<file path="src/lcfd_pkg.sv">
// ----------------------------------------------------------------------------
// lcfd_pkg
// Shared types and constants of the check-byte frame deframer.
// ----------------------------------------------------------------------------
package lcfd_pkg;

  localparam int MAX_PAYLOAD_DEF = 1024;

  localparam logic [7:0] HEADER_BYTE    = 8'h55;
  localparam logic [9:0] HUNT_LIMIT_RST = 10'd1000;

  typedef enum logic [2:0] {
    PH_HUNT,
    PH_SW0,
    PH_SW1,
    PH_LEN0,
    PH_LEN1,
    PH_DATA,
    PH_CHECK
  } phase_t;

  typedef struct packed {
    logic       start_frame;
    logic [7:0] rx_byte;
  } in_item_t;

  typedef struct packed {
    logic        length_clamped;
    logic        header_missed;
    logic        check_ok;
    logic [7:0]  computed_check;
    logic [7:0]  received_check;
    logic [10:0] data_length;
    logic [15:0] status_word;
    logic [9:0]  payload_index;
    logic [7:0]  payload_byte;
  } result_t;

endpackage

</file>
<file path="src/lrc_checked_frame_deframer.sv">
// Accepts one received byte per clock cycle while the result side keeps up.
// A byte accepted into the input register is parsed when the parser steps,
// which updates the frame state and loads its result into the result
// register (input register, parser update, result register), where the sink
// can take it. The rate is set by the frame state update in the parser. A
// result the sink has not taken holds the parser and every byte behind it,
// so the input stalls once both registers are full. Only payload
// bytes and the frame-end summary produce result transactions; header,
// status, length and hunted bytes produce none.
// ----------------------------------------------------------------------------
// lrc_checked_frame_deframer
// Header-hunting, length-prefixed response frame parser with check byte.
// ----------------------------------------------------------------------------
module lrc_checked_frame_deframer #(
  parameter int MAX_PAYLOAD = lcfd_pkg::MAX_PAYLOAD_DEF
) (
  input  logic        clk,
  input  logic        rst,
  input  logic        cfg_valid,
  output logic        cfg_ready,
  input  logic [9:0]  cfg_data,      // hunt_limit
  input  logic        s_axis_tvalid,
  output logic        s_axis_tready,
  input  logic [7:0]  s_axis_tdata,  // rx_byte
  input  logic        s_axis_tuser,  // start_frame
  output logic        m_axis_tvalid,
  input  logic        m_axis_tready,
  // payload_byte[7:0], payload_index[17:8], status_word[33:18],
  // data_length[44:34], received_check[52:45], computed_check[60:53],
  // check_ok[61], header_missed[62], length_clamped[63]
  output logic [63:0] m_axis_tdata,
  output logic        m_axis_tlast   // last
);

  lcfd_pkg::in_item_t item;
  lcfd_pkg::result_t  res;
  logic               item_valid, room, step, res_valid, res_last;

  assign cfg_ready = 1'b1;
  assign step      = item_valid && room;

  lcfd_in_stage u_in (
    .clk           (clk),
    .rst           (rst),
    .s_axis_tvalid (s_axis_tvalid),
    .s_axis_tready (s_axis_tready),
    .s_axis_tdata  (s_axis_tdata),
    .s_axis_tuser  (s_axis_tuser),
    .item_valid    (item_valid),
    .item          (item),
    .take          (step)
  );

  lcfd_parser #(
    .MAX_PAYLOAD (MAX_PAYLOAD)
  ) u_parser (
    .clk       (clk),
    .rst       (rst),
    .cfg_valid (cfg_valid),
    .cfg_data  (cfg_data),
    .step      (step),
    .item      (item),
    .res_valid (res_valid),
    .res_last  (res_last),
    .res       (res)
  );

  lcfd_out_stage u_out (
    .clk           (clk),
    .rst           (rst),
    .load          (step && res_valid),
    .res           (res),
    .res_last      (res_last),
    .room          (room),
    .m_axis_tvalid (m_axis_tvalid),
    .m_axis_tready (m_axis_tready),
    .m_axis_tdata  (m_axis_tdata),
    .m_axis_tlast  (m_axis_tlast)
  );

endmodule

</file>
<file path="src/lcfd_in_stage.sv">
// ----------------------------------------------------------------------------
// lcfd_in_stage
// Input register: holds one received byte and its start flag for the parser.
// ----------------------------------------------------------------------------
module lcfd_in_stage (
  input  logic              clk,
  input  logic              rst,
  input  logic              s_axis_tvalid,
  output logic              s_axis_tready,
  input  logic [7:0]        s_axis_tdata,
  input  logic              s_axis_tuser,
  output logic              item_valid,
  output lcfd_pkg::in_item_t item,
  input  logic              take
);

  assign s_axis_tready = !item_valid || take;

  always_ff @(posedge clk) begin
    if (rst) begin
      item_valid <= 1'b0;
    end else if (s_axis_tready) begin
      item_valid <= s_axis_tvalid;
    end
  end

  always_ff @(posedge clk) begin
    if (s_axis_tvalid && s_axis_tready) begin
      item.start_frame <= s_axis_tuser;
      item.rx_byte     <= s_axis_tdata;
    end
  end

endmodule

</file>
<file path="src/lcfd_parser.sv">
// ----------------------------------------------------------------------------
// lcfd_parser
// Frame state and per-byte update: header hunt, status, length,
// payload and check byte, with the running XOR.
// ----------------------------------------------------------------------------
module lcfd_parser #(
  parameter int MAX_PAYLOAD = lcfd_pkg::MAX_PAYLOAD_DEF
) (
  input  logic               clk,
  input  logic               rst,
  input  logic               cfg_valid,
  input  logic [9:0]         cfg_data,
  input  logic               step,
  input  lcfd_pkg::in_item_t item,
  output logic               res_valid,
  output logic               res_last,
  output lcfd_pkg::result_t  res
);

  localparam int LEN_W = $clog2(MAX_PAYLOAD + 1);

  logic [9:0]        hunt_limit;
  lcfd_pkg::phase_t  phase, phase_next, ph;
  logic [9:0]        hunt_count, hunt_count_next, hc, hc_inc;
  logic [15:0]       status_held, status_held_next, st;
  logic [7:0]        length_high_held, length_high_held_next, lhi;
  logic [LEN_W-1:0]  length_held, length_held_next, lh;
  logic [LEN_W-1:0]  bytes_seen, bytes_seen_next, seen, seen_inc;
  logic [7:0]        running_xor, running_xor_next, rx;
  logic              miss, miss_next, mf;
  logic              clamp, clamp_next, cf;
  logic [15:0]       len_raw, len_ext, seen_ext;
  logic [7:0]        b, comp;

  always_ff @(posedge clk) begin
    if (rst) begin
      hunt_limit <= lcfd_pkg::HUNT_LIMIT_RST;
    end else if (cfg_valid) begin
      hunt_limit <= cfg_data;
    end
  end

  always_ff @(posedge clk) begin
    if (rst) begin
      phase            <= lcfd_pkg::PH_HUNT;
      hunt_count       <= '0;
      status_held      <= '0;
      length_high_held <= '0;
      length_held      <= '0;
      bytes_seen       <= '0;
      running_xor      <= '0;
      miss             <= 1'b0;
      clamp            <= 1'b0;
    end else if (step) begin
      phase            <= phase_next;
      hunt_count       <= hunt_count_next;
      status_held      <= status_held_next;
      length_high_held <= length_high_held_next;
      length_held      <= length_held_next;
      bytes_seen       <= bytes_seen_next;
      running_xor      <= running_xor_next;
      miss             <= miss_next;
      clamp            <= clamp_next;
    end
  end

  always_comb begin
    b    = item.rx_byte;
    ph   = item.start_frame ? lcfd_pkg::PH_HUNT : phase;
    hc   = item.start_frame ? '0 : hunt_count;
    st   = item.start_frame ? '0 : status_held;
    lhi  = item.start_frame ? '0 : length_high_held;
    lh   = item.start_frame ? '0 : length_held;
    seen = item.start_frame ? '0 : bytes_seen;
    rx   = item.start_frame ? '0 : running_xor;
    mf   = item.start_frame ? 1'b0 : miss;
    cf   = item.start_frame ? 1'b0 : clamp;

    hc_inc   = hc + 10'd1;
    seen_inc = seen + LEN_W'(1);
    len_raw  = {lhi, b};
    len_ext  = 16'(lh);
    seen_ext = 16'(seen);
    comp     = ~rx;

    phase_next            = ph;
    hunt_count_next       = hc;
    status_held_next      = st;
    length_high_held_next = lhi;
    length_held_next      = lh;
    bytes_seen_next       = seen;
    running_xor_next      = rx;
    miss_next             = mf;
    clamp_next            = cf;
    res_valid             = 1'b0;
    res_last              = 1'b0;
    res                   = '0;

    case (ph)
      lcfd_pkg::PH_HUNT: begin
        if (b == lcfd_pkg::HEADER_BYTE) begin
          phase_next = lcfd_pkg::PH_SW0;
        end else begin
          hunt_count_next = hc_inc;
          if (hc_inc >= hunt_limit) begin
            miss_next  = 1'b1;
            phase_next = lcfd_pkg::PH_SW0;
          end
        end
      end
      lcfd_pkg::PH_SW0: begin
        status_held_next = {b, 8'h00};
        running_xor_next = rx ^ b;
        phase_next       = lcfd_pkg::PH_SW1;
      end
      lcfd_pkg::PH_SW1: begin
        status_held_next = {st[15:8], b};
        running_xor_next = rx ^ b;
        phase_next       = lcfd_pkg::PH_LEN0;
      end
      lcfd_pkg::PH_LEN0: begin
        length_high_held_next = b;
        running_xor_next      = rx ^ b;
        phase_next            = lcfd_pkg::PH_LEN1;
      end
      lcfd_pkg::PH_LEN1: begin
        running_xor_next = rx ^ b;
        bytes_seen_next  = '0;
        if (len_raw > 16'(MAX_PAYLOAD)) begin
          length_held_next = LEN_W'(MAX_PAYLOAD);
          clamp_next       = 1'b1;
        end else begin
          length_held_next = LEN_W'(len_raw);
        end
        phase_next = (len_raw == 16'd0) ? lcfd_pkg::PH_CHECK : lcfd_pkg::PH_DATA;
      end
      lcfd_pkg::PH_DATA: begin
        running_xor_next  = rx ^ b;
        res_valid         = 1'b1;
        res.payload_byte  = b;
        res.payload_index = seen_ext[9:0];
        bytes_seen_next   = seen_inc;
        if (seen_inc >= lh) begin
          phase_next = lcfd_pkg::PH_CHECK;
        end
      end
      lcfd_pkg::PH_CHECK: begin
        res_valid             = 1'b1;
        res_last              = 1'b1;
        res.status_word       = st;
        res.data_length       = len_ext[10:0];
        res.received_check    = b;
        res.computed_check    = comp;
        res.check_ok          = (comp == b);
        res.header_missed     = mf;
        res.length_clamped    = cf;
        phase_next            = lcfd_pkg::PH_HUNT;
        hunt_count_next       = '0;
        status_held_next      = '0;
        length_high_held_next = '0;
        length_held_next      = '0;
        bytes_seen_next       = '0;
        running_xor_next      = '0;
        miss_next             = 1'b0;
        clamp_next            = 1'b0;
      end
      default: begin
        phase_next            = lcfd_pkg::PH_HUNT;
        hunt_count_next       = '0;
        status_held_next      = '0;
        length_high_held_next = '0;
        length_held_next      = '0;
        bytes_seen_next       = '0;
        running_xor_next      = '0;
        miss_next             = 1'b0;
        clamp_next            = 1'b0;
      end
    endcase
  end

  a_data_len_nonzero: assert property (@(posedge clk) disable iff (rst)
    phase == lcfd_pkg::PH_DATA |-> length_held != '0)
    else $error("payload phase with zero length");

  a_data_seen_below_len: assert property (@(posedge clk) disable iff (rst)
    phase == lcfd_pkg::PH_DATA |-> bytes_seen < length_held)
    else $error("payload count reached length inside payload phase");

  a_summary_clears: assert property (@(posedge clk) disable iff (rst)
    step && res_valid && res.data_length == 11'd0 && ph == lcfd_pkg::PH_CHECK
      |=> phase == lcfd_pkg::PH_HUNT && hunt_count == '0 && running_xor == '0)
    else $error("frame state not cleared after summary");

  a_clamp_bounded: assert property (@(posedge clk) disable iff (rst)
    clamp |-> length_held == LEN_W'(MAX_PAYLOAD))
    else $error("clamp flag without clamped length");

endmodule

</file>
<file path="src/lcfd_out_stage.sv">
// ----------------------------------------------------------------------------
// lcfd_out_stage
// Result register: holds one result transaction until the sink takes it.
// ----------------------------------------------------------------------------
module lcfd_out_stage (
  input  logic              clk,
  input  logic              rst,
  input  logic              load,
  input  lcfd_pkg::result_t res,
  input  logic              res_last,
  output logic              room,
  output logic              m_axis_tvalid,
  input  logic              m_axis_tready,
  output logic [63:0]       m_axis_tdata,
  output logic              m_axis_tlast
);

  lcfd_pkg::result_t held;
  logic              held_last;

  assign room = !m_axis_tvalid || m_axis_tready;

  always_ff @(posedge clk) begin
    if (rst) begin
      m_axis_tvalid <= 1'b0;
    end else if (load) begin
      m_axis_tvalid <= 1'b1;
    end else if (m_axis_tready) begin
      m_axis_tvalid <= 1'b0;
    end
  end

  always_ff @(posedge clk) begin
    if (load) begin
      held      <= res;
      held_last <= res_last;
    end
  end

  assign m_axis_tdata = held;
  assign m_axis_tlast = held_last;

endmodule
</file>
<file path="config.mk">
export PLATFORM = sky130hd
export DESIGN_NAME = lrc_checked_frame_deframer
export DESIGN_NICKNAME = d
export VERILOG_FILES = /design/src/lcfd_pkg.sv /design/src/lrc_checked_frame_deframer.sv /design/src/lcfd_in_stage.sv /design/src/lcfd_parser.sv /design/src/lcfd_out_stage.sv
export SDC_FILE = /design/constraint.sdc
export NUM_CORES = 1
export LEC_CHECK = 0
export ABC_AREA = 1
export BUFFER_PORTS_ARGS = -buffer_cell sky130_fd_sc_hd__buf_2
export CAP_MARGIN = 10
export CORE_MARGIN = 1
export CORE_UTILIZATION = 53
export DETAILED_ROUTE_END_ITERATION = 8
export PLACE_DENSITY = 0.77
export SYNTH_ARGS = -nofsm -noshare
export SYNTH_HDL_FRONTEND = slang
export SYNTH_SLANG_ARGS = --single-unit
export TNS_END_PERCENT = 20
</file>
<file path="constraint.sdc">
create_clock -name clk -period 4.44 [get_ports clk]
set_clock_uncertainty 0.15 [all_clocks]
set_input_delay 0.444 -clock clk [delete_from_list [all_inputs] [get_ports clk]]
set_output_delay 0.444 -clock clk [all_outputs]
set_load 0.02 [all_outputs]
</file>
Yosys cells after proc, flatten, opt, wreduce, memory -nomap -nowiden

Cells that the tools add are included.

Register bits after elaboration: 155
Output and inout bits: 68
Input port bits: 24

$lt $le $gt $ge: 3
$add $sub $neg: 2
Equal/unequal tests: 8
Reductions and logical operators: 16
Bitwise operators: 2
Muxes and demuxes: 31

Operators by type and width:

| kind                                                                    | number |
|---|---|
| 16-bit one-hot mux with 3 select lines                                  | 1 |
| 11-bit one-hot mux with 2 select lines                                  | 2 |
| 11-bit 2-to-1 mux                                                       | 3 |
| 8-bit one-hot mux with 2 select lines                                   | 2 |
| 10-bit 2-to-1 mux                                                       | 2 |
| 10-bit one-hot mux with 2 select lines                                  | 1 |
| 3-bit one-hot mux with 6 select lines                                   | 1 |
| 16-bit by 11-bit > comparator with 1-bit output (second input constant) | 1 |
| 16-bit logical NOT                                                      | 1 |
| 16-bit 2-to-1 mux                                                       | 1 |
| 8-bit 2-to-1 mux                                                        | 2 |
| 5-bit OR reduction                                                      | 3 |
| 3-bit 2-to-1 mux                                                        | 4 |
| 11-bit by 1-bit adder with 11-bit output (second input constant)        | 1 |
| 11-bit greater-or-equal comparator                                      | 1 |
| 10-bit by 1-bit adder with 10-bit output (second input constant)        | 1 |
| 10-bit greater-or-equal comparator                                      | 1 |
| 3-bit equality test (second input constant)                             | 3 |
| 1-bit 2-to-1 mux                                                        | 9 |
| 8-bit by 7-bit equality test with 1-bit output (second input constant)  | 1 |
| 8-bit equality test                                                     | 1 |
| 8-bit NOT                                                               | 1 |
| 4-bit OR reduction                                                      | 2 |
| 8-bit bitwise XOR                                                       | 1 |
| other kinds (10)                                                        | 16 |

Depth between registers and ports, before layout

Depth after elaboration: 6
Mapped depth: 21
Gate-level depth less buffers: 20

Hierarchy

Synthesis repeated with hierarchy kept, for this count alone.

Cell total of the unflattened synthesis: 983
Area, all modules: 7694.9 um2

By module, submodules not included:

| module                     | instances | area an instance (um2) | cells an instance | sequential area each (um2) |
|---|---|---|---|---|
| lcfd_parser                | 1         | 5353.9                 | 892               | 1581.5 |
| lcfd_out_stage             | 1         | 1994.4                 | 70                | 1971.9 |
| lcfd_in_stage              | 1         | 317.8                  | 15                | 290.3 |
| lrc_checked_frame_deframer | 1         | 28.8                   | 6                 | 0.0 |

Worst setup path after synthesis

No wires, ideal clock.

Path kind: register to register
Start point: register, netlist name u_in.item[8]
End point: register u_out.held, in the netlist u_out.m_axis_tdata[0], enable pin
Path slack: -472 ps
Library setup time: 512 ps
Arrival time: 4249 ps
Period minus slack after synthesis: 4912 ps
Cell stages (with the launch flop): 7
Path buffers: 1
Cell sequence: edfxtp_1 buf_6 nor2_4 nand2_2 nor2_4 inv_2 a21oi_1

Cells in the longest elaborated chain, start to end: 5
Elaborated cells between the ends (all ways): 6

Ends and longest elaborated chain:

| what                             | RTL line                         | RTL |
|---|---|---|
| 3-bit 2-to-1 mux (*)             | lcfd_parser.sv:69                | `ph = item.start_frame ? lcfd_pkg::PH_HUNT : phase;` |
| 3-bit equality test              | lcfd_parser.sv:99                | `case (ph)` |
| 2-bit OR reduction (no line) (*) | n/a                              |  |
| 1-bit 2-to-1 mux (*)             | lcfd_parser.sv:99                |  |
| 1-bit logical AND (*)            | lrc_checked_frame_deframer.sv:71 | `.load (step && res_valid),` |
| via u_out.load                   | lcfd_out_stage.sv:8              | `input logic load,` |
| end signal: assignment           | lcfd_out_stage.sv:35             | `held <= res;` |
| end: declaration                 | lcfd_out_stage.sv:18             | `lcfd_pkg::result_t held;` |

The timed path passes the listed nets; every way through them passes the cells marked *.
A chain may end at the register's enable or synchronous reset.

Worst setup path after layout

Start point: register, netlist name u_in.item[8]
End point: register u_out.held, in the netlist u_out.m_axis_tdata[13], enable pin

Cells in the longest elaborated chain, start to end: 5
Elaborated cells between the ends (all ways): 6

Ends and longest elaborated chain:

| what                             | RTL line |
|---|---|
| 3-bit 2-to-1 mux (*)             | lcfd_parser.sv:69 |
| 3-bit equality test              | lcfd_parser.sv:99 |
| 2-bit OR reduction (no line) (*) | n/a |
| 1-bit 2-to-1 mux (*)             | lcfd_parser.sv:99 |
| 1-bit logical AND (*)            | lrc_checked_frame_deframer.sv:71 |
| via u_out.load                   | lcfd_out_stage.sv:8 |

Marks and branches as above.

==> reports/results.ini <==
[outcome]
run_status=completed

[clock_tree]
post_cts_setup_buffer_count=0
cts_buffers=17
cts.root.buffer_cell=sky130_fd_sc_hd__clkbuf_16
number_of_h_tree_branching_levels=4
ctsHoldBuffers=0
clockBufferDepth=2
worst_skew_pair.late_latency_ns=0.43
worst_setup_hold_path_clk_slew_ns=0.06
clkSinkCount=155
cts_repair_resize_count=0
cts_tree=yes

[place]
detailed_place_hpwl_mm=11.5
routabilityCongestion=0.886
pre_cts_slack_ns=1.29
io_buf_count=90

[drt]
detailroute.via_count=6583
first_pass_iters=5
antenna_violating_nets_post_route=0
drt_first_iter_violations=683
finalWirelength_mm=18.1
route.detailed.vias_per_inst=5.43
route.detailed.drc=0
wire_per_inst_um=14.9

[worst_hold_path]
min_from=s_axis_tdata[0]
worst_hold_path.endpoint=u_in.item[0]$_DFFE_PP_
hold_path.class=primary input to flop
instance_count_along_the_most_critical_hold_path=1

[sta]
timing.slew.headroom_pct=41.1
report.final.setup_viol=0
setup_ws_ns=1.22
max_slew.worst_pin.slew_ns=0.883
setup_repair_after_global_routing_missed_its_margin=false
timing_max_transition_violations_final=0
min_period_over_period_pct=72.4
tns_ns=0
final_period_minus_worst_setup_slack_ns=3.22
hold_viol=0
max_freq_ghz=0.311

[global_routing]
vias_in_the_first_global_route=6050
grt_remaining_overflow=0
groute.usage.overall_pct=25.2
number_of_antenna_violations_at_the_first_check_in_global_routing=0
grt_max_degree=74
first_pass_grt_wire_length_mm=29.2

[floorplanning]
die_h_um=122
start_util_pct=54.6
die-area_um2=14900
core_region_area_um2=14000
number_of_rows_created_at_floorplan=43
top_level_ports=92
die_x_um=122

[critical_path]
reg2reg_setup_slack_ns=1.22
critical_path.max_fanout=66
critical_path.cell_chain=inv_6 > buf_4 > nand2_2 > nor2_4 > inv_2 > nor2_2 > inv_2 > a21oi_4 > buf_12
critPathLaunchType=flop
critical_path.most_common_cell=sky130_fd_sc_hd__inv_2
crit-reg2reg-capture=u_out.m_axis_tdata[13]$_SDFFCE_PN0P_
worstSetupEndpointType=flop
required_time_of_the_critical_path_ns=4.38
path_class=flop to flop
reg2reg_depth=9
critical_path_arrival_ns=3.15
timing.critical_path.slowest_cell_delay_ns=0.45
worstReg2RegStart=u_in.item[8]$_DFFE_PP_
cpMaxStageDelayCell=sky130_fd_sc_hd__edfxtp_1

[yosys]
yosysWarningCount=0
synthTopCellsByArea=sky130_fd_sc_hd__edfxtp_1 (29%), sky130_fd_sc_hd__dfxtp_1 (21%), sky130_fd_sc_hd__nand2_1 (14%)
syn_inst=952
cell_taking_the_most_area_after_synthesis=sky130_fd_sc_hd__edfxtp_1
synthMuxAreaShare_pct=0
synth_simple_gate_area_share_pct=24.6
syn_avg_cell_area_um2=8.02
synth_fa_ha_area_share_pct=3.60
share_of_the_synthesized_area_in_compound_gates_ao_oa_aoi_oai_pct=12.8
netlist.area_leader.share_pct=29.1
postSynthRegisterBits=155
yosysSeqAreaShare_pct=50.3
synth_top_family_by_area=simple AND/OR/NAND/NOR gates
synth-xor-area-share_pct=1.49
syn_area_um2=7640
syn-num-nets=998
synth_cell_type_count=34

[cells_and_area]
antenna_cells_inserted=0
finalNetCount=1066
layout-drive-gt1-share_pct=15.4
areaGrowthSynthToFinish_pct=14.4

[run]
cap_violations=0

[power]
ir_worst_vdd_uv=234
power_density_nw_per_um2=355
static-leakage-power_nw=3.77

-- synth_stat cells, drive strengths merged --
cell	number
nand2	287
nor2	110
a21oi	100
inv	85
dfxtp	81
edfxtp	74
o21ai	44
nand3	35
o22ai	32
buf	26
ha	22
clkbuf	21
xor2	13
nor3	7
a31oi	4
and2	3
nand4	3
a221oi	2
conb	1
nor3b	1
nor4	1
-- kinds of logic (layout without fill, tap and decap cells) --
family,after synthesis,in the layout
adder cells (fa/ha/maj),22,22
XOR/XNOR,13,13
AO/OA/AOI/OAI,182,182
buffers and inverters,132,213
AND/OR/NAND/NOR,447,447
other,1,1
flip-flops,155,155
-- cell type report --
| type | instances | area (µm²) |
|---|---|---|
| clock inverter | 9 | 86.3 |
| timing repair buffer | 96 | 508 |
| clock buffer | 23 | 489 |
| multi-input combinational | 665 | 3260 |
| tap | 180 | 225 |
| fill | 1207 | 5250 |
| sequential | 155 | 3840 |
| inverter | 85 | 324 |
-- registers in the layout, summed over array words and instances (netlist names) --
signal / count
u_parser.running_xor: 8
u_parser.phase: 3
u_in.item_valid: 1
u_parser.clamp: 1
u_parser.length_high_held: 8
u_parser.bytes_seen: 11
u_parser.hunt_limit: 10
u_out.m_axis_tlast: 1
u_parser.status_held: 16
u_in.item: 9
u_parser.length_held: 11
u_out.m_axis_tdata: 64
u_parser.hunt_count: 10
u_out.m_axis_tvalid: 1
u_parser.miss: 1
-- report_power, final --
| part | internal [mW] | leakage, nW | switching (mW) |
|---|---|---|---|
| Sequential | 1.51 | 1.50 | 0.0156 |
| Combinational | 0.0436 | 1.99 | 0.123 |
| Clock | 0.835 | 0.279 | 0.577 |
-- metrics by stage --
step / hold WS (ns) / area (µm²) / utilization [%] / power [mW] / std cells
after floorplan: 0.289 / 7640 / - / 1.67 / 952
after global placement: 0.301 / 8160 / 58.3 / 1.71 / 1181
after detailed placement: 0.306 / 8160 / 58.3 / 1.72 / 1181
after CTS: 0.0283 / 8740 / 62.5 / 3.11 / 1213
after global routing: 0.0320 / 8740 / 62.5 / 3.19 / 1213
final: 0.0324 / 8740 / 62.5 / 3.10 / 1213
-- worst max-delay path: cells and delay by family (launching register included) --
| kind | cells | cell delay, ns |
|---|---|---|
| and+or+nand+nor | 3 | 0.47 |
| DFF | 1 | 0.45 |
| AOI/OAI and AO/OA | 1 | 0.27 |
| buffers and inverters | 5 | 1.44 |
-- routing by layer --
metal	global-route usage, %	share of wire [%]
met2	41.1	47
met4	10.7	2.2
met1	33.1	45
met5	0	0
met3	4.21	5.4
-- placed cells by master, fill, tap and decap left out, types with 13 or more instances in the layout --
cell type	n
sky130_fd_sc_hd__nand2_1	282
sky130_fd_sc_hd__nor2_1	99
sky130_fd_sc_hd__a21oi_1	99
sky130_fd_sc_hd__buf_2	90
sky130_fd_sc_hd__dfxtp_1	81
sky130_fd_sc_hd__inv_1	77
sky130_fd_sc_hd__edfxtp_1	74
sky130_fd_sc_hd__nand3_1	33
sky130_fd_sc_hd__o22ai_1	32
sky130_fd_sc_hd__o21ai_0	28
sky130_fd_sc_hd__ha_1	22
sky130_fd_sc_hd__clkbuf_16	18
sky130_fd_sc_hd__o21ai_1	16
sky130_fd_sc_hd__xor2_1	13
-- worst max-delay path by stage --
stage	depth (start not counted)	end	slack, ns	startpoint
2_1_floorplan	8	u_out.m_axis_tdata[0]$_SDFFCE_PN0P_	0.88	u_in.item[8]$_DFFE_PP_
3_3_place_gp	9	u_out.m_axis_tdata[15]$_SDFFCE_PN0P_	1.37	u_in.item[8]$_DFFE_PP_
3_5_place_dp	9	u_out.m_axis_tdata[17]$_SDFFCE_PN0P_	1.29	u_in.item[8]$_DFFE_PP_
4_1_cts	9	u_out.m_axis_tdata[17]$_SDFFCE_PN0P_	1.28	u_in.item[8]$_DFFE_PP_
5_1_grt	9	u_out.m_axis_tlast$_DFFE_PP_	1.06	u_in.item[8]$_DFFE_PP_
6_report	9	u_out.m_axis_tdata[13]$_SDFFCE_PN0P_	1.22	u_in.item[8]$_DFFE_PP_
Power figures use the tool's default switching activity.
